==> src/rtl/ahg_pkg.sv <==
// Shared types, constants and the CORDIC arctangent table
package ahg_pkg;

   localparam int PHI_W        = 16;
   localparam int VAL_W        = 18;
   localparam int ACN_W        = 6;
   localparam int ORD_REG_W    = 3;
   localparam int ITER_W       = 5;
   localparam int CORDIC_ITERS = 31;
   localparam int Z_W          = 33;
   localparam int ATAN_W       = 30;
   localparam int QUEUE_DEPTH  = 2;

   localparam logic [ITER_W-1:0] ITER_LAST = ITER_W'(CORDIC_ITERS - 1);
   localparam logic signed [PHI_W:0] QUARTER_TURN = 17'sd16384;
   localparam logic signed [PHI_W:0] HALF_TURN    = 17'sd32768;
   localparam logic [ORD_REG_W-1:0] ORDER_RESET   = 3'd1;

   typedef struct packed {
      logic signed [PHI_W-1:0] angle;   // folded into [-quarter, +quarter] turn
      logic                    flip;    // negate cos and sin at the end
      logic [ORD_REG_W-1:0]    order;   // saturated order
   } ahg_job_type;

   typedef enum logic [2:0] {
      ST_IDLE,
      ST_CORDIC,
      ST_SEED,
      ST_MUL,
      ST_ACC,
      ST_EMIT
   } ahg_state_type;

   // atan(2^-i) with 2^31 = pi
   function automatic logic [ATAN_W-1:0] atan_lookup(input logic [ITER_W-1:0] idx);
      logic [ATAN_W-1:0] r;
      case (idx)
         5'd0:  r = 30'h20000000;
         5'd1:  r = 30'h12E4051E;
         5'd2:  r = 30'h09FB385B;
         5'd3:  r = 30'h051111D4;
         5'd4:  r = 30'h028B0D43;
         5'd5:  r = 30'h0145D7E1;
         5'd6:  r = 30'h00A2F61E;
         5'd7:  r = 30'h00517C55;
         5'd8:  r = 30'h0028BE53;
         5'd9:  r = 30'h00145F2F;
         5'd10: r = 30'h000A2F98;
         5'd11: r = 30'h000517CC;
         5'd12: r = 30'h00028BE6;
         5'd13: r = 30'h000145F3;
         5'd14: r = 30'h0000A2FA;
         5'd15: r = 30'h0000517D;
         5'd16: r = 30'h000028BE;
         5'd17: r = 30'h0000145F;
         5'd18: r = 30'h00000A30;
         5'd19: r = 30'h00000518;
         5'd20: r = 30'h0000028C;
         5'd21: r = 30'h00000146;
         5'd22: r = 30'h000000A3;
         5'd23: r = 30'h00000051;
         5'd24: r = 30'h00000029;
         5'd25: r = 30'h00000014;
         5'd26: r = 30'h0000000A;
         5'd27: r = 30'h00000005;
         5'd28: r = 30'h00000003;
         5'd29: r = 30'h00000001;
         5'd30: r = 30'h00000001;
         default: r = 30'h00000000;
      endcase
      return r;
   endfunction

endpackage

==> src/rtl/ahg_if.sv <==
// Channel interfaces: angle requests, harmonic responses, order register writes
interface ahg_req_if;
   logic                                valid;
   logic                                ready;
   logic signed [ahg_pkg::PHI_W-1:0]    phi;
   modport source (output valid, output phi, input ready);
   modport sink   (input valid, input phi, output ready);
endinterface

interface ahg_rsp_if;
   logic                                valid;
   logic                                ready;
   logic signed [ahg_pkg::VAL_W-1:0]    harmonic_value;
   logic [ahg_pkg::ACN_W-1:0]           acn_index;
   logic                                last;
   modport source (output valid, output harmonic_value, output acn_index, output last,
                   input ready);
   modport sink   (input valid, input harmonic_value, input acn_index, input last,
                   output ready);
endinterface

interface ahg_csr_if;
   logic                                valid;
   logic                                ready;
   logic [ahg_pkg::ORD_REG_W-1:0]       order;
   modport source (output valid, output order, input ready);
   modport sink   (input valid, input order, output ready);
endinterface

==> src/rtl/ahg_front.sv <==
// Front end: takes angle transfers, folds the quadrant and saturates the order
module ahg_front #(
   parameter int MAX_ORDER = 7
) (
   ahg_req_if.sink                       req,
   input  logic [ahg_pkg::ORD_REG_W-1:0] order_val,
   output logic                          push_valid,
   input  logic                          push_ready,
   output ahg_pkg::ahg_job_type          push_data
);

   logic signed [ahg_pkg::PHI_W:0] phi_ext;
   logic signed [ahg_pkg::PHI_W:0] phi_fold;
   logic                           flip;

   assign req.ready  = push_ready;
   assign push_valid = req.valid;

   always_comb begin
      phi_ext  = (ahg_pkg::PHI_W + 1)'(req.phi);
      phi_fold = phi_ext;
      flip     = 1'b0;
      if (phi_ext > ahg_pkg::QUARTER_TURN) begin
         phi_fold = phi_ext - ahg_pkg::HALF_TURN;
         flip     = 1'b1;
      end else if (phi_ext < -ahg_pkg::QUARTER_TURN) begin
         phi_fold = phi_ext + ahg_pkg::HALF_TURN;
         flip     = 1'b1;
      end
   end

   always_comb begin
      push_data.angle = phi_fold[ahg_pkg::PHI_W-1:0];
      push_data.flip  = flip;
      if (order_val > ahg_pkg::ORD_REG_W'(MAX_ORDER)) begin
         push_data.order = ahg_pkg::ORD_REG_W'(MAX_ORDER);
      end else begin
         push_data.order = order_val;
      end
   end

endmodule

==> src/rtl/ahg_queue.sv <==
// Two-entry job queue between front end and harmonic engine
module ahg_queue (
   input  logic                 clock,
   input  logic                 reset,
   input  logic                 push_valid,
   output logic                 push_ready,
   input  ahg_pkg::ahg_job_type push_data,
   output logic                 pop_valid,
   input  logic                 pop_ready,
   output ahg_pkg::ahg_job_type pop_data
);

   localparam int PTR_W = $clog2(ahg_pkg::QUEUE_DEPTH);
   localparam int CNT_W = $clog2(ahg_pkg::QUEUE_DEPTH + 1);

   ahg_pkg::ahg_job_type mem_ff [ahg_pkg::QUEUE_DEPTH];
   logic [PTR_W-1:0]     wr_ptr_ff, wr_ptr_in;
   logic [PTR_W-1:0]     rd_ptr_ff, rd_ptr_in;
   logic [CNT_W-1:0]     count_ff, count_in;
   logic                 do_push, do_pop;

   assign push_ready = count_ff != CNT_W'(ahg_pkg::QUEUE_DEPTH);
   assign pop_valid  = count_ff != '0;
   assign pop_data   = mem_ff[rd_ptr_ff];
   assign do_push    = push_valid && push_ready;
   assign do_pop     = pop_valid && pop_ready;

   always_comb begin
      wr_ptr_in = wr_ptr_ff;
      rd_ptr_in = rd_ptr_ff;
      count_in  = count_ff;
      if (do_push) begin
         wr_ptr_in = (wr_ptr_ff == PTR_W'(ahg_pkg::QUEUE_DEPTH - 1)) ? '0 : wr_ptr_ff + 1'b1;
      end
      if (do_pop) begin
         rd_ptr_in = (rd_ptr_ff == PTR_W'(ahg_pkg::QUEUE_DEPTH - 1)) ? '0 : rd_ptr_ff + 1'b1;
      end
      if (do_push && !do_pop) begin
         count_in = count_ff + 1'b1;
      end else if (do_pop && !do_push) begin
         count_in = count_ff - 1'b1;
      end
   end

   always_ff @(posedge clock) begin
      if (reset) begin
         wr_ptr_ff <= '0;
         rd_ptr_ff <= '0;
         count_ff  <= '0;
      end else begin
         wr_ptr_ff <= wr_ptr_in;
         rd_ptr_ff <= rd_ptr_in;
         count_ff  <= count_in;
      end
   end

   always_ff @(posedge clock) begin
      if (do_push) begin
         mem_ff[wr_ptr_ff] <= push_data;
      end
   end

endmodule

==> src/rtl/ahg_back.sv <==
// Harmonic engine: iterative CORDIC, Chebyshev recursion, ACN-ordered output
module ahg_back #(
   parameter int MAX_ORDER = 7,
   parameter int FRAC_BITS = 16
) (
   input  logic                 clock,
   input  logic                 reset,
   input  logic                 pop_valid,
   output logic                 pop_ready,
   input  ahg_pkg::ahg_job_type pop_data,
   ahg_rsp_if.source            rsp
);

   localparam int VW     = FRAC_BITS + 2;
   localparam int XW     = FRAC_BITS + 3;
   localparam int MW     = 2 * VW;
   localparam int PW     = MW + 1;
   localparam int SW     = PW + 1;
   localparam int ORD_W  = $clog2(MAX_ORDER + 1);
   localparam int CW     = $clog2(MAX_ORDER + 2);
   localparam int KW     = CW + 1;
   localparam int SH_DN  = (FRAC_BITS > 16) ? FRAC_BITS - 16 : 0;
   localparam int SH_UP  = (FRAC_BITS > 16) ? 0 : 16 - FRAC_BITS;
   localparam int QW     = VW + SH_UP + 1;
   localparam int TAB_N  = MAX_ORDER + 1;

   localparam logic [63:0] X0_FULL =
      (64'd2608131496 + (64'd1 << (31 - FRAC_BITS))) >> (32 - FRAC_BITS);
   localparam logic signed [XW-1:0] X0    = X0_FULL[XW-1:0];
   localparam logic signed [VW-1:0] ONE_V = VW'(64'd1 << FRAC_BITS);
   localparam logic signed [SW-1:0] RND_R = SW'(64'd1 << (FRAC_BITS - 1));
   localparam logic signed [QW-1:0] RND_Q = (SH_DN > 0) ? QW'(64'd1 << (SH_DN - 1)) : '0;

   function automatic logic signed [VW-1:0] clamp_x(input logic signed [XW-1:0] v);
      logic signed [XW-1:0] one_x;
      logic signed [VW-1:0] r;
      one_x = XW'(ONE_V);
      if (v > one_x) begin
         r = ONE_V;
      end else if (v < -one_x) begin
         r = -ONE_V;
      end else begin
         r = v[VW-1:0];
      end
      return r;
   endfunction

   function automatic logic signed [ahg_pkg::VAL_W-1:0] to_q16(input logic signed [VW-1:0] v);
      logic signed [QW-1:0] t;
      t = QW'(v);
      t = ((t + RND_Q) >>> SH_DN) <<< SH_UP;
      return t[ahg_pkg::VAL_W-1:0];
   endfunction

   ahg_pkg::ahg_state_type state_ff, state_in;

   // CORDIC
   logic signed [XW-1:0]           x_ff, y_ff;
   logic signed [ahg_pkg::Z_W-1:0] z_ff;
   logic [ahg_pkg::ITER_W-1:0]     iter_ff;
   logic                           flip_ff;
   logic [ORD_W-1:0]               ord_ff;
   logic signed [XW-1:0]           x_sh, y_sh, x_in, y_in;
   logic signed [ahg_pkg::Z_W-1:0] z_in, atan_z;
   logic signed [VW-1:0]           xc, yc, cos1, sin1, sn1;

   // recursion
   logic signed [VW-1:0] c1_ff, cp_ff, cp2_ff, sp_ff, sp2_ff;
   logic signed [PW-1:0] prod_ff;
   logic signed [MW-1:0] mul_raw;
   logic signed [VW-1:0] mul_b, sub_v, acc_v;
   logic signed [SW-1:0] acc_sum;
   logic                 sel_ff;
   logic [CW-1:0]        step_ff;
   logic [ORD_W-1:0]     step_idx;

   logic signed [ahg_pkg::VAL_W-1:0] cs_tab_ff [TAB_N];
   logic signed [ahg_pkg::VAL_W-1:0] sn_tab_ff [TAB_N];

   // emission
   logic [CW-1:0]                    n_ff;
   logic [KW-1:0]                    k_ff;
   logic [ahg_pkg::ACN_W-1:0]        acn_ff;
   logic                             m_neg, k_end, em_last;
   logic [KW-1:0]                    idx_full;
   logic [ORD_W-1:0]                 idx;
   logic signed [ahg_pkg::VAL_W-1:0] em_value;

   logic                             rsp_valid_ff;
   logic signed [ahg_pkg::VAL_W-1:0] rsp_value_ff;
   logic [ahg_pkg::ACN_W-1:0]        rsp_acn_ff;
   logic                             rsp_last_ff;

   logic out_free;
   logic job_take, emit_load, recur_done;

   assign out_free = !rsp_valid_ff || rsp.ready;

   // CORDIC datapath
   always_comb begin
      x_sh   = x_ff >>> iter_ff;
      y_sh   = y_ff >>> iter_ff;
      atan_z = signed'({3'b000, ahg_pkg::atan_lookup(iter_ff)});
      if (!z_ff[ahg_pkg::Z_W-1]) begin
         x_in = x_ff - y_sh;
         y_in = y_ff + x_sh;
         z_in = z_ff - atan_z;
      end else begin
         x_in = x_ff + y_sh;
         y_in = y_ff - x_sh;
         z_in = z_ff + atan_z;
      end
      xc   = clamp_x(x_ff);
      yc   = clamp_x(y_ff);
      cos1 = flip_ff ? -xc : xc;
      sin1 = flip_ff ? -yc : yc;
      sn1  = -sin1;
   end

   // recursion datapath: c(i) = round(2*c1*c(i-1)) - c(i-2), clamped to +-1
   always_comb begin
      mul_b   = sel_ff ? sp_ff : cp_ff;
      mul_raw = c1_ff * mul_b;
      sub_v   = sel_ff ? sp2_ff : cp2_ff;
      acc_sum = ((SW'(prod_ff) + RND_R) >>> FRAC_BITS) - SW'(sub_v);
      if (acc_sum > SW'(ONE_V)) begin
         acc_v = ONE_V;
      end else if (acc_sum < -SW'(ONE_V)) begin
         acc_v = -ONE_V;
      end else begin
         acc_v = acc_sum[VW-1:0];
      end
      step_idx   = step_ff[ORD_W-1:0];
      recur_done = sel_ff && (step_ff == CW'(ord_ff));
   end

   // emission: k = acn - n*n, m = k - n
   always_comb begin
      m_neg    = k_ff < KW'(n_ff);
      idx_full = m_neg ? (KW'(n_ff) - k_ff) : (k_ff - KW'(n_ff));
      idx      = idx_full[ORD_W-1:0];
      em_value = m_neg ? sn_tab_ff[idx] : cs_tab_ff[idx];
      k_end    = k_ff == {n_ff, 1'b0};
      em_last  = k_end && (n_ff == CW'(ord_ff));
   end

   // next state
   always_comb begin
      state_in = state_ff;
      unique case (state_ff)
         ahg_pkg::ST_IDLE: begin
            if (pop_valid) state_in = ahg_pkg::ST_CORDIC;
         end
         ahg_pkg::ST_CORDIC: begin
            if (iter_ff == ahg_pkg::ITER_LAST) state_in = ahg_pkg::ST_SEED;
         end
         ahg_pkg::ST_SEED: begin
            if (CW'(ord_ff) < CW'(2)) begin
               state_in = ahg_pkg::ST_EMIT;
            end else begin
               state_in = ahg_pkg::ST_MUL;
            end
         end
         ahg_pkg::ST_MUL: begin
            state_in = ahg_pkg::ST_ACC;
         end
         ahg_pkg::ST_ACC: begin
            if (recur_done) begin
               state_in = ahg_pkg::ST_EMIT;
            end else begin
               state_in = ahg_pkg::ST_MUL;
            end
         end
         ahg_pkg::ST_EMIT: begin
            if (out_free && em_last) state_in = ahg_pkg::ST_IDLE;
         end
         default: state_in = ahg_pkg::ST_IDLE;
      endcase
   end

   // state outputs
   always_comb begin
      pop_ready = 1'b0;
      emit_load = 1'b0;
      unique case (state_ff)
         ahg_pkg::ST_IDLE: pop_ready = 1'b1;
         ahg_pkg::ST_EMIT: emit_load = out_free;
         default: begin
            pop_ready = 1'b0;
            emit_load = 1'b0;
         end
      endcase
   end

   assign job_take = pop_valid && pop_ready;

   always_ff @(posedge clock) begin
      if (reset) begin
         state_ff     <= ahg_pkg::ST_IDLE;
         rsp_valid_ff <= 1'b0;
      end else begin
         state_ff <= state_in;
         if (emit_load) begin
            rsp_valid_ff <= 1'b1;
         end else if (rsp.ready) begin
            rsp_valid_ff <= 1'b0;
         end
      end
   end

   always_ff @(posedge clock) begin
      if (job_take) begin
         x_ff    <= X0;
         y_ff    <= '0;
         z_ff    <= ahg_pkg::Z_W'(pop_data.angle) <<< 16;
         iter_ff <= '0;
         flip_ff <= pop_data.flip;
         ord_ff  <= pop_data.order[ORD_W-1:0];
      end
      if (state_ff == ahg_pkg::ST_CORDIC) begin
         x_ff    <= x_in;
         y_ff    <= y_in;
         z_ff    <= z_in;
         iter_ff <= iter_ff + 1'b1;
      end
      if (state_ff == ahg_pkg::ST_SEED) begin
         c1_ff   <= cos1;
         cp_ff   <= cos1;
         cp2_ff  <= ONE_V;
         sp_ff   <= sn1;
         sp2_ff  <= '0;
         sel_ff  <= 1'b0;
         step_ff <= CW'(2);
         n_ff    <= '0;
         k_ff    <= '0;
         acn_ff  <= '0;
         cs_tab_ff[0]         <= to_q16(ONE_V);
         sn_tab_ff[0]         <= '0;
         cs_tab_ff[ORD_W'(1)] <= to_q16(cos1);
         sn_tab_ff[ORD_W'(1)] <= to_q16(sn1);
      end
      if (state_ff == ahg_pkg::ST_MUL) begin
         prod_ff <= signed'({mul_raw, 1'b0});
      end
      if (state_ff == ahg_pkg::ST_ACC) begin
         sel_ff <= !sel_ff;
         if (sel_ff) begin
            sp2_ff              <= sp_ff;
            sp_ff               <= acc_v;
            sn_tab_ff[step_idx] <= to_q16(acc_v);
            step_ff             <= step_ff + 1'b1;
         end else begin
            cp2_ff              <= cp_ff;
            cp_ff               <= acc_v;
            cs_tab_ff[step_idx] <= to_q16(acc_v);
         end
      end
      if (emit_load) begin
         rsp_value_ff <= em_value;
         rsp_acn_ff   <= acn_ff;
         rsp_last_ff  <= em_last;
         acn_ff       <= acn_ff + 1'b1;
         if (k_end) begin
            n_ff <= n_ff + 1'b1;
            k_ff <= '0;
         end else begin
            k_ff <= k_ff + 1'b1;
         end
      end
   end

   assign rsp.valid          = rsp_valid_ff;
   assign rsp.harmonic_value = rsp_value_ff;
   assign rsp.acn_index      = rsp_acn_ff;
   assign rsp.last           = rsp_last_ff;

endmodule

==> src/rtl/azimuth_harmonic_acn_generator_unit.sv <==
// Azimuth harmonic generator: cos(m*phi) / -sin(m*phi) per ACN index for one angle
// Flow: each angle passes a 31-step iterative CORDIC, then the recursion terms up to the order
//   (cosine then sine, each through a multiply and an accumulate state on one multiplier).
// Throughput: a new angle is taken only after the last value of the one before; one value a cycle
//   while the output is taken; a two-entry queue holds angles that arrive meanwhile.
// Reset: order register returns to 1, queue empties, no value is pending.
module azimuth_harmonic_acn_generator_unit #(
   parameter int MAX_ORDER = 7,
   parameter int FRAC_BITS = 16
) (
   input  logic        clock,
   input  logic        reset,
   ahg_req_if.sink     req_ch,
   ahg_rsp_if.source   rsp_ch,
   ahg_csr_if.sink     csr_ch
);

   logic [ahg_pkg::ORD_REG_W-1:0] order_ff;
   logic                          push_valid, push_ready;
   logic                          pop_valid, pop_ready;
   ahg_pkg::ahg_job_type          push_data, pop_data;

   assign csr_ch.ready = 1'b1;

   always_ff @(posedge clock) begin
      if (reset) begin
         order_ff <= ahg_pkg::ORDER_RESET;
      end else if (csr_ch.valid) begin
         order_ff <= csr_ch.order;
      end
   end

   ahg_front #(
      .MAX_ORDER (MAX_ORDER)
   ) u_front (
      .req        (req_ch),
      .order_val  (order_ff),
      .push_valid (push_valid),
      .push_ready (push_ready),
      .push_data  (push_data)
   );

   ahg_queue u_queue (
      .clock      (clock),
      .reset      (reset),
      .push_valid (push_valid),
      .push_ready (push_ready),
      .push_data  (push_data),
      .pop_valid  (pop_valid),
      .pop_ready  (pop_ready),
      .pop_data   (pop_data)
   );

   ahg_back #(
      .MAX_ORDER (MAX_ORDER),
      .FRAC_BITS (FRAC_BITS)
   ) u_back (
      .clock     (clock),
      .reset     (reset),
      .pop_valid (pop_valid),
      .pop_ready (pop_ready),
      .pop_data  (pop_data),
      .rsp       (rsp_ch)
   );

endmodule

==> src/flat_wrapper.sv <==
// flat-port wrapper written by rule: the top's interface ports become plain ports
module azimuth_harmonic_acn_generator_unit_flat 
#(
   parameter int MAX_ORDER = 7,
   parameter int FRAC_BITS = 16
)
  (clock, reset, req_ch_valid, req_ch_phi, req_ch_ready, rsp_ch_valid, rsp_ch_harmonic_value, rsp_ch_acn_index, rsp_ch_last, rsp_ch_ready, csr_ch_valid, csr_ch_order, csr_ch_ready);
  ahg_req_if req_ch_i ();
  ahg_rsp_if rsp_ch_i ();
  ahg_csr_if csr_ch_i ();
  input  logic clock;
  input  logic reset;
  input wire logic [$bits(req_ch_i.valid)-1:0] req_ch_valid;
  input wire logic [$bits(req_ch_i.phi)-1:0] req_ch_phi;
  output wire logic [$bits(req_ch_i.ready)-1:0] req_ch_ready;
  output wire logic [$bits(rsp_ch_i.valid)-1:0] rsp_ch_valid;
  output wire logic [$bits(rsp_ch_i.harmonic_value)-1:0] rsp_ch_harmonic_value;
  output wire logic [$bits(rsp_ch_i.acn_index)-1:0] rsp_ch_acn_index;
  output wire logic [$bits(rsp_ch_i.last)-1:0] rsp_ch_last;
  input wire logic [$bits(rsp_ch_i.ready)-1:0] rsp_ch_ready;
  input wire logic [$bits(csr_ch_i.valid)-1:0] csr_ch_valid;
  input wire logic [$bits(csr_ch_i.order)-1:0] csr_ch_order;
  output wire logic [$bits(csr_ch_i.ready)-1:0] csr_ch_ready;
  assign req_ch_i.valid = req_ch_valid;
  assign req_ch_i.phi = req_ch_phi;
  assign req_ch_ready = req_ch_i.ready;
  assign rsp_ch_valid = rsp_ch_i.valid;
  assign rsp_ch_harmonic_value = rsp_ch_i.harmonic_value;
  assign rsp_ch_acn_index = rsp_ch_i.acn_index;
  assign rsp_ch_last = rsp_ch_i.last;
  assign rsp_ch_i.ready = rsp_ch_ready;
  assign csr_ch_i.valid = csr_ch_valid;
  assign csr_ch_i.order = csr_ch_order;
  assign csr_ch_ready = csr_ch_i.ready;
  azimuth_harmonic_acn_generator_unit #(.MAX_ORDER(MAX_ORDER), .FRAC_BITS(FRAC_BITS)) u_core (.clock(clock), .reset(reset), .req_ch(req_ch_i), .rsp_ch(rsp_ch_i), .csr_ch(csr_ch_i));
endmodule
==> config.mk <==
export PLATFORM = sky130hd
export DESIGN_NAME = azimuth_harmonic_acn_generator_unit_flat
export DESIGN_NICKNAME = d
export VERILOG_FILES = /design/src/rtl/ahg_pkg.sv /design/src/rtl/ahg_if.sv /design/src/rtl/ahg_front.sv /design/src/rtl/ahg_queue.sv /design/src/rtl/ahg_back.sv /design/src/rtl/azimuth_harmonic_acn_generator_unit.sv /design/src/flat_wrapper.sv
export SDC_FILE = /design/constraint.sdc
export NUM_CORES = 2
export LEC_CHECK = 0
export ABC_AREA = 1
export BUFFER_PORTS_ARGS = -buffer_cell sky130_fd_sc_hd__buf_2
export CORE_UTILIZATION = 59
export CTS_CLUSTER_SIZE = 30
export DETAILED_ROUTE_END_ITERATION = 6
export GPL_TIMING_DRIVEN = 1
export HOLD_SLACK_MARGIN = 0.1
export PLACE_DENSITY_LB_ADDON = 0.25
export REMOVE_ABC_BUFFERS = 1
export SLEW_MARGIN = 20
export SYNTH_ARGS = -nofsm -noshare
export SYNTH_HDL_FRONTEND = slang
export SYNTH_SLANG_ARGS = --single-unit
==> constraint.sdc <==
create_clock -name clock -period 6 [get_ports clock]
set_input_delay 0.9 -clock clock [delete_from_list [all_inputs] [get_ports clock]]
set_output_delay 0.9 -clock clock [all_outputs]
set_load 0.005 [all_outputs]
* Word level (Yosys, flattened, before mapping)
Memories as Yosys holds them, arrays and structs flattened. A register that Yosys moved wholly into a read port is not among the register bits. Cells that the tools add are included.
Word-level totals: flip-flop bits (word level) 262, latch bits 0, bits in writable memories 328, memory bits (read-only) 960, input port bits 24, output and inout port bits 28, logic and storage cells 189, memories 4
Operators by class: add/sub/neg operators 24, multiply operators 1, divide/modulo/power cells 0, magnitude comparators 11, equality and inequality tests 13, shifts and indexed selects 2, mux-type cells 86, bitwise gates (word level) 0, reductions and logical operators 22
Memories:
- (no name shown) | depth 32, bits a word 30, rd ports 1, clocked after Yosys merged registers in 1, write ports 0, RTL line ahg_pkg.sv:37 | case (idx)
- u_core.u_back.cs_tab_ff | depth 8, bits a word 18, rd ports 1, clocked after Yosys merged registers in 0, write ports 2, RTL line ahg_back.sv:77 | logic signed [ahg_pkg::VAL_W-1:0] cs_tab_ff [TAB_N];
- u_core.u_back.sn_tab_ff | depth 8, bits a word 18, rd ports 1, clocked after Yosys merged registers in 0, write ports 2, RTL line ahg_back.sv:78 | logic signed [ahg_pkg::VAL_W-1:0] sn_tab_ff [TAB_N];
- u_core.u_queue.mem_ff | depth 2, bits a word 20, rd ports 1, clocked after Yosys merged registers in 1, write ports 1, RTL line ahg_queue.sv:16 | ahg_pkg::ahg_job_type mem_ff [ahg_pkg::QUEUE_DEPTH];
Operator list (count):
- 2-to-1 mux 18 bit | 25
- 2-to-1 mux 19 bit | 6
- 2-to-1 mux 33 bit | 3
- negation 18 bit | 3
- adder 19 bit | 2
- adder 37 x 17 -> 38 bit (second input constant) | 1
- greater-than comparator 19 x 18 -> 1 bit (second input constant) | 2
- < comparator 19 x 17 -> 1 bit (second input constant) | 2
- >>> shifter 19 x 5 -> 19 bit | 2
- subtractor 19 bit | 2
- multiplier 18 x 18 -> 36 bit | 1
- OR reduction 18 bit | 2
- adder 33 x 31 -> 33 bit | 1
- subtractor 33 x 31 -> 33 bit | 1
- 2-to-1 mux 16 bit | 2
- 2-to-1 mux 5 bit | 6
- 2-to-1 mux 3 bit | 9
- 2-to-1 mux 1 bit | 24
- 2-to-1 mux 4 bit | 6
- greater-than comparator 23 x 18 -> 1 bit (second input constant) | 1
- < comparator 23 x 17 -> 1 bit (second input constant) | 1
- subtractor 22 x 18 -> 23 bit | 1
- one-hot mux 3 bit (6 select lines) | 1
- adder 16 bit (second input constant) | 1
- other kinds (29) | 54

* Longest topological paths before layout
word-level depth 9, mapped depth 31, depth with buffers taken out 30

* Modules after synthesis
From an unflattened synthesis, not the netlist that was laid out.
Second synthesis, totals: cell total of the unflattened synthesis 5551, area total of the unflattened synthesis 47157.7 µm²
By module, submodules not included:
- ahg_back | times used 1, cells each 5393, area each 45034.4 µm², sequential area each 15645.0 µm²
- ahg_queue | times used 1, cells each 99, area each 1767.9 µm², sequential area each 1301.2 µm²
- ahg_front | times used 1, cells each 39, area each 226.5 µm², sequential area each 0.0 µm²
- azimuth_harmonic_acn_generator_unit | times used 1, cells each 20, area each 128.9 µm², sequential area each 60.1 µm²

* Worst setup path after synthesis
Ideal clock, no wire load.
path type register to register, from register u_core.u_back.sel_ff, to register u_core.u_back.prod_ff[33], data pin, library setup time 258 ps, data arrival time 6124 ps, data required time 5742 ps, setup slack -382 ps, cell stages (with the launch flop) 26, path buffers 3, clock period less this slack 6382 ps, cell sequence edfxtp_1 -> buf_2 -> buf_1 -> nand2_1 -> o21ai_1 -> clkbuf_1 -> nor2_1 -> fa_1 -> inv_1 -> fa_1 -> fa_1 -> inv_1 -> fa_1 -> fa_1 -> inv_1 -> fa_1 -> inv_1 -> ha_1 -> nand2_1 -> o21ai_0 -> a21oi_1 -> o311ai_0 -> nand2_1 -> o211ai_1 -> a21oi_1 -> xnor2_1
On the way: longest elaborated chain between the ends 2
RTL lines:
- start: declaration | RTL line ahg_back.sv:73 | logic sel_ff;
- start signal: assignment | RTL line ahg_back.sv:246 | sel_ff <= !sel_ff;
- 2-to-1 mux 18 bit | RTL line ahg_back.sv:122 | mul_b = sel_ff ? sp_ff : cp_ff;
- multiplier 18 x 18 -> 36 bit | RTL line ahg_back.sv:123 | mul_raw = c1_ff * mul_b;
- net u_core.u_back.mul_raw[32] | RTL line ahg_back.sv:70 | logic signed [MW-1:0] mul_raw;
- end signal: assignment | RTL line ahg_back.sv:243 | prod_ff <= signed'({mul_raw, 1'b0});
- end: declaration | RTL line ahg_back.sv:69 | logic signed [PW-1:0] prod_ff;
The timed path passes the listed nets, and every way through them passes these cells. A chain may end at the register's enable or synchronous reset.

* Final worst setup path
Same ends and word-level chain as after synthesis.

==> qor.csv <==
stage,metric,value,unit
placed_design,detailedPlace.worstSlack,-0.682,ns
cts,numCtsBuffers,68,
worst_setup_path,crit_required,6.36,ns
worst_setup_path,path_class,flip-flop to flip-flop,
global_routing,grt.met2_usage,57.5,%
worst_setup_path,slowest_delay,0.60,ns
die,num_rows,103,
worst_setup_path,rr_worst_depth,26,
run_status,status,"complete, but fails checks",
global_routing,grt.busiest_layer,met2,
timing,fin_skew,0.0577,ns
cts,clockBufferDepth,3,
yosys,syn_area,47000,µm²
yosys,synth_area_per_cell,8.35,µm²
placed_design,port_buffers,50,
detailed_routing,wl,144000,µm
detailed_routing,dr.pass1.iters,6,
cts,cts_tree,done,
worst_setup_path,setup.worst_path.start_class,flip-flop,
run_status,violations,negative setup slack,
cts,numClockSinks,607,
layout,multi_input_area,26300,µm²
global_routing,grt_pass1_vias,38608,
hold_path,whs_path_depth,0,
die,die-area,80800,µm²
layout,n_fill_cell,6417,
timing,setup_ws,-0.284,ns
hold_path,hp-start,u_core.order_ff[1],
yosys,seq_area_frac_synth,36.2,%
die,die_w,284,µm
worst_setup_path,endpoint_kind,flip-flop,
global_routing,grt_overflow_total,0,
hold_path,hp-class,flip-flop to flip-flop,
die,die_h,284,µm
timing,fin_crit_sh,105,%
detailed_routing,drc,0,
yosys,async_flop_share,0,%
worst_setup_path,reg2reg_to,u_core.u_back.prod_ff[33],
worst_setup_path,crit_family,adder cells,
cts,clk_latency,0.66,ns
layout,layout.cells.non_filler,6951,
layout,final_common_cell,nand2_1,
worst_setup_path,rrSetupSlack,-0.28,ns
timing,rsz0062_at_grt,yes,
placed_design,placedCellCount,6823,
timing,drv_slew,0,
yosys,synth_edf_count,485,
yosys,ys.flop_type,edfxtp_1,
yosys,yosysTopAreaCell,edfxtp_1,
placed_design,gp_congestion,1.03,
worst_setup_path,cp.depth,26,
layout,regArea,17000,µm²
timing,fmax,0.159,GHz
die,io_pins,52,
worst_setup_path,critPathMostFrequentCell,fa_1,
global_routing,met3_usage,5.67,%
layout,finalNetCount,6407,
global_routing,grt_max_degree,145,
job,max-cap-violations,0,
die,coreArea,78900,µm²
placed_design,place_hpwl,110000,µm
yosys,yosys_warnings,0,
detailed_routing,routedWlPerCell,20.6,µm
worst_setup_path,cp_slowest_cell,fa_1,
yosys,ys_top_cells_by_area,"edfxtp_1 31%, fa_1 14%, nand2_1 11%, inv_1 6.5%, ha_1 5.4%",
layout,n_antenna_cell,0,
die,initial_utilization,59.6,%
detailed_routing,ant_nets,0,
yosys,ys_seq_elements,607,
timing,tightestPinTransition,1.17,ns
cts,postCtsHoldBufs,0,
yosys,synth_top_area_share,31.0,%
detailed_routing,via_per_inst,5.77,
global_routing,antenna_found_initial,0,
cts,cts-root-buf,clkbuf_16,
cts,cts.clk_slew.worst_paths,0.06,ns
worst_setup_path,path_max_fanout,20,
worst_setup_path,path_buf_inv,8,
global_routing,grt_pass1_wl,219000,µm
global_routing,grtUsageMet1,45.9,%
worst_setup_path,worstPathArrival,6.64,ns
yosys,synth_cell_types,65,
global_routing,grt_use_total,35.5,%
layout,final_cell_mix,"1407 x nand2_1, 805 x inv_1, 505 x nor2_1",
timing,setup_viol,15,
layout,area_growth,12.4,%
detailed_routing,drtIter0Drc,3812,
detailed_routing,num_vias,40089,
timing,period_needed,6.28,ns
layout,drive_above_1_share,10.2,%
timing,hold_violations,0,
worst_setup_path,rr_startpoint,u_core.u_back.sel_ff,
cts,htree_num_levels,3,
hold_path,min_to,u_core.u_queue.mem_ff[0][1],
yosys,syn-instance-count,5631,
timing,slew_headroom,21.4,%
==> repair_timing <==
| action | 4_1_cts | 5_1_grt |
|---|---|---|
| buffers inserted | 1 | 1 |
| gates cloned | 0 | 0 |
| pin swaps | 7 | 12 |
| endpoints found under the hold margin | 0 | 0 |
| setup endpoints to repair | 19 | 21 |
| resized for setup | 42 | 25 |
==> final cells by class <==
cell class,count,share of cell area (%)
clock buffers,90,3.57
multi-input cells,3988,49.8
flip-flops and latches,607,32.2
inverters,829,5.90
clock inverters,36,0.933
repair buffers,351,5.17
well taps,1050,2.49
==> cell usage after synthesis (3+ instances only) <==
library cell,instances
buf_1,12
a21boi_0,5
o21a_1,19
xnor2_1,60
buf_2,34
nand3b_1,7
inv_2,7
xor2_1,92
a221oi_1,3
nor3_1,45
buf_4,4
inv_1,813
a31oi_1,21
dfxtp_1,122
o31ai_1,7
nor4_1,18
a211oi_1,8
ha_1,204
nand2_1,1415
o21ai_1,29
nor2_1,526
mux2i_1,101
and3_1,4
nand2_2,8
o21ai_0,336
a21oi_2,5
nand4_1,57
o22ai_1,7
o211ai_1,113
o221ai_1,9
buf_6,8
fa_1,334
o21bai_1,15
nor2_2,20
or2_2,9
edfxtp_1,485
nand3_1,246
a21o_1,7
o21ai_2,6
clkinv_1,8
clkbuf_1,149
a21oi_1,224
==> worst register-to-register path, cell delays in order (launching register included) <==
cell and delay, ns:
edfxtp_1 0.43, buf_6 0.20, nand2_1 0.09, nand2_1 0.10, inv_1 0.12, buf_12 0.14, buf_4 0.15, nand2_1 0.07
fa_1 0.49, inv_1 0.06, fa_1 0.51, fa_1 0.60, fa_1 0.44, fa_1 0.50, inv_1 0.05, fa_1 0.47
inv_1 0.04, ha_1 0.30, nand2_1 0.11, o21a_1 0.23, o221a_2 0.24, o311ai_2 0.10, buf_4 0.18, nand2_1 0.04
o211ai_1 0.12, a21oi_1 0.12, xnor2_1 0.14
==> cells by family after synthesis <==
logic type	share of synthesized area [%]
flip-flops	36.2
buffers and inverters	8.53
AO/OA/AOI/OAI	10.1
adder cells (fa/ha/maj)	19.7
XOR/XNOR	2.83
AND/OR/NAND/NOR	20.5
other	0.00798
multiplexers	2.15
==> worst max-delay path by stage <==
stage | start | end
floorplan | u_core.u_back.sel_ff | u_core.u_back.prod_ff[35]
global placement | u_core.u_back.sel_ff | u_core.u_back.prod_ff[33]
detailed placement | u_core.u_back.sel_ff | u_core.u_back.prod_ff[33]
CTS | u_core.u_back.sel_ff | u_core.u_back.prod_ff[35]
global route | u_core.u_back.sel_ff | u_core.u_back.prod_ff[33]
finish | u_core.u_back.sel_ff | u_core.u_back.prod_ff[33]
==> routing by layer <==
layer | share of wire [%] | vias to the layer above
met3 | 8.9 | 389
met1 | 39 | 19063
met4 | 5.9 | 0
li1 | - | 18755
met5 | 0 | -
met2 | 46 | 1882
==> stage by stage <==
stage / setup TNS (ns) / hold slack (ns) / instance area [µm²] / util (%)
6_report: -2.31 / 0.454 / 52900 / 67.0
3_3_place_gp: -4.63 / 0.435 / 50200 / 63.7
2_1_floorplan: -46.08 / 0.420 / 46100 / -
3_5_place_dp: -6.37 / 0.447 / 50200 / 63.7
5_1_grt: -6.77 / 0.463 / 52900 / 67.0
4_1_cts: -1.67 / 0.454 / 52800 / 66.9
==> flip-flops by register name, summed over array words and instances (netlist names), 19 cells and up, named ones only <==
name                     cells
u_core.u_queue.mem_ff       40
u_core.u_back.sn_tab_ff    144
u_core.u_back.cs_tab_ff    144
u_core.u_back.z_ff          33
u_core.u_back.y_ff          19
u_core.u_back.atan_z        30
u_core.u_back.prod_ff       22
u_core.u_back.x_ff          19
Power is not shown: default switching activity piles up to over one toggle a cycle in this logic, so the estimate is an artifact.
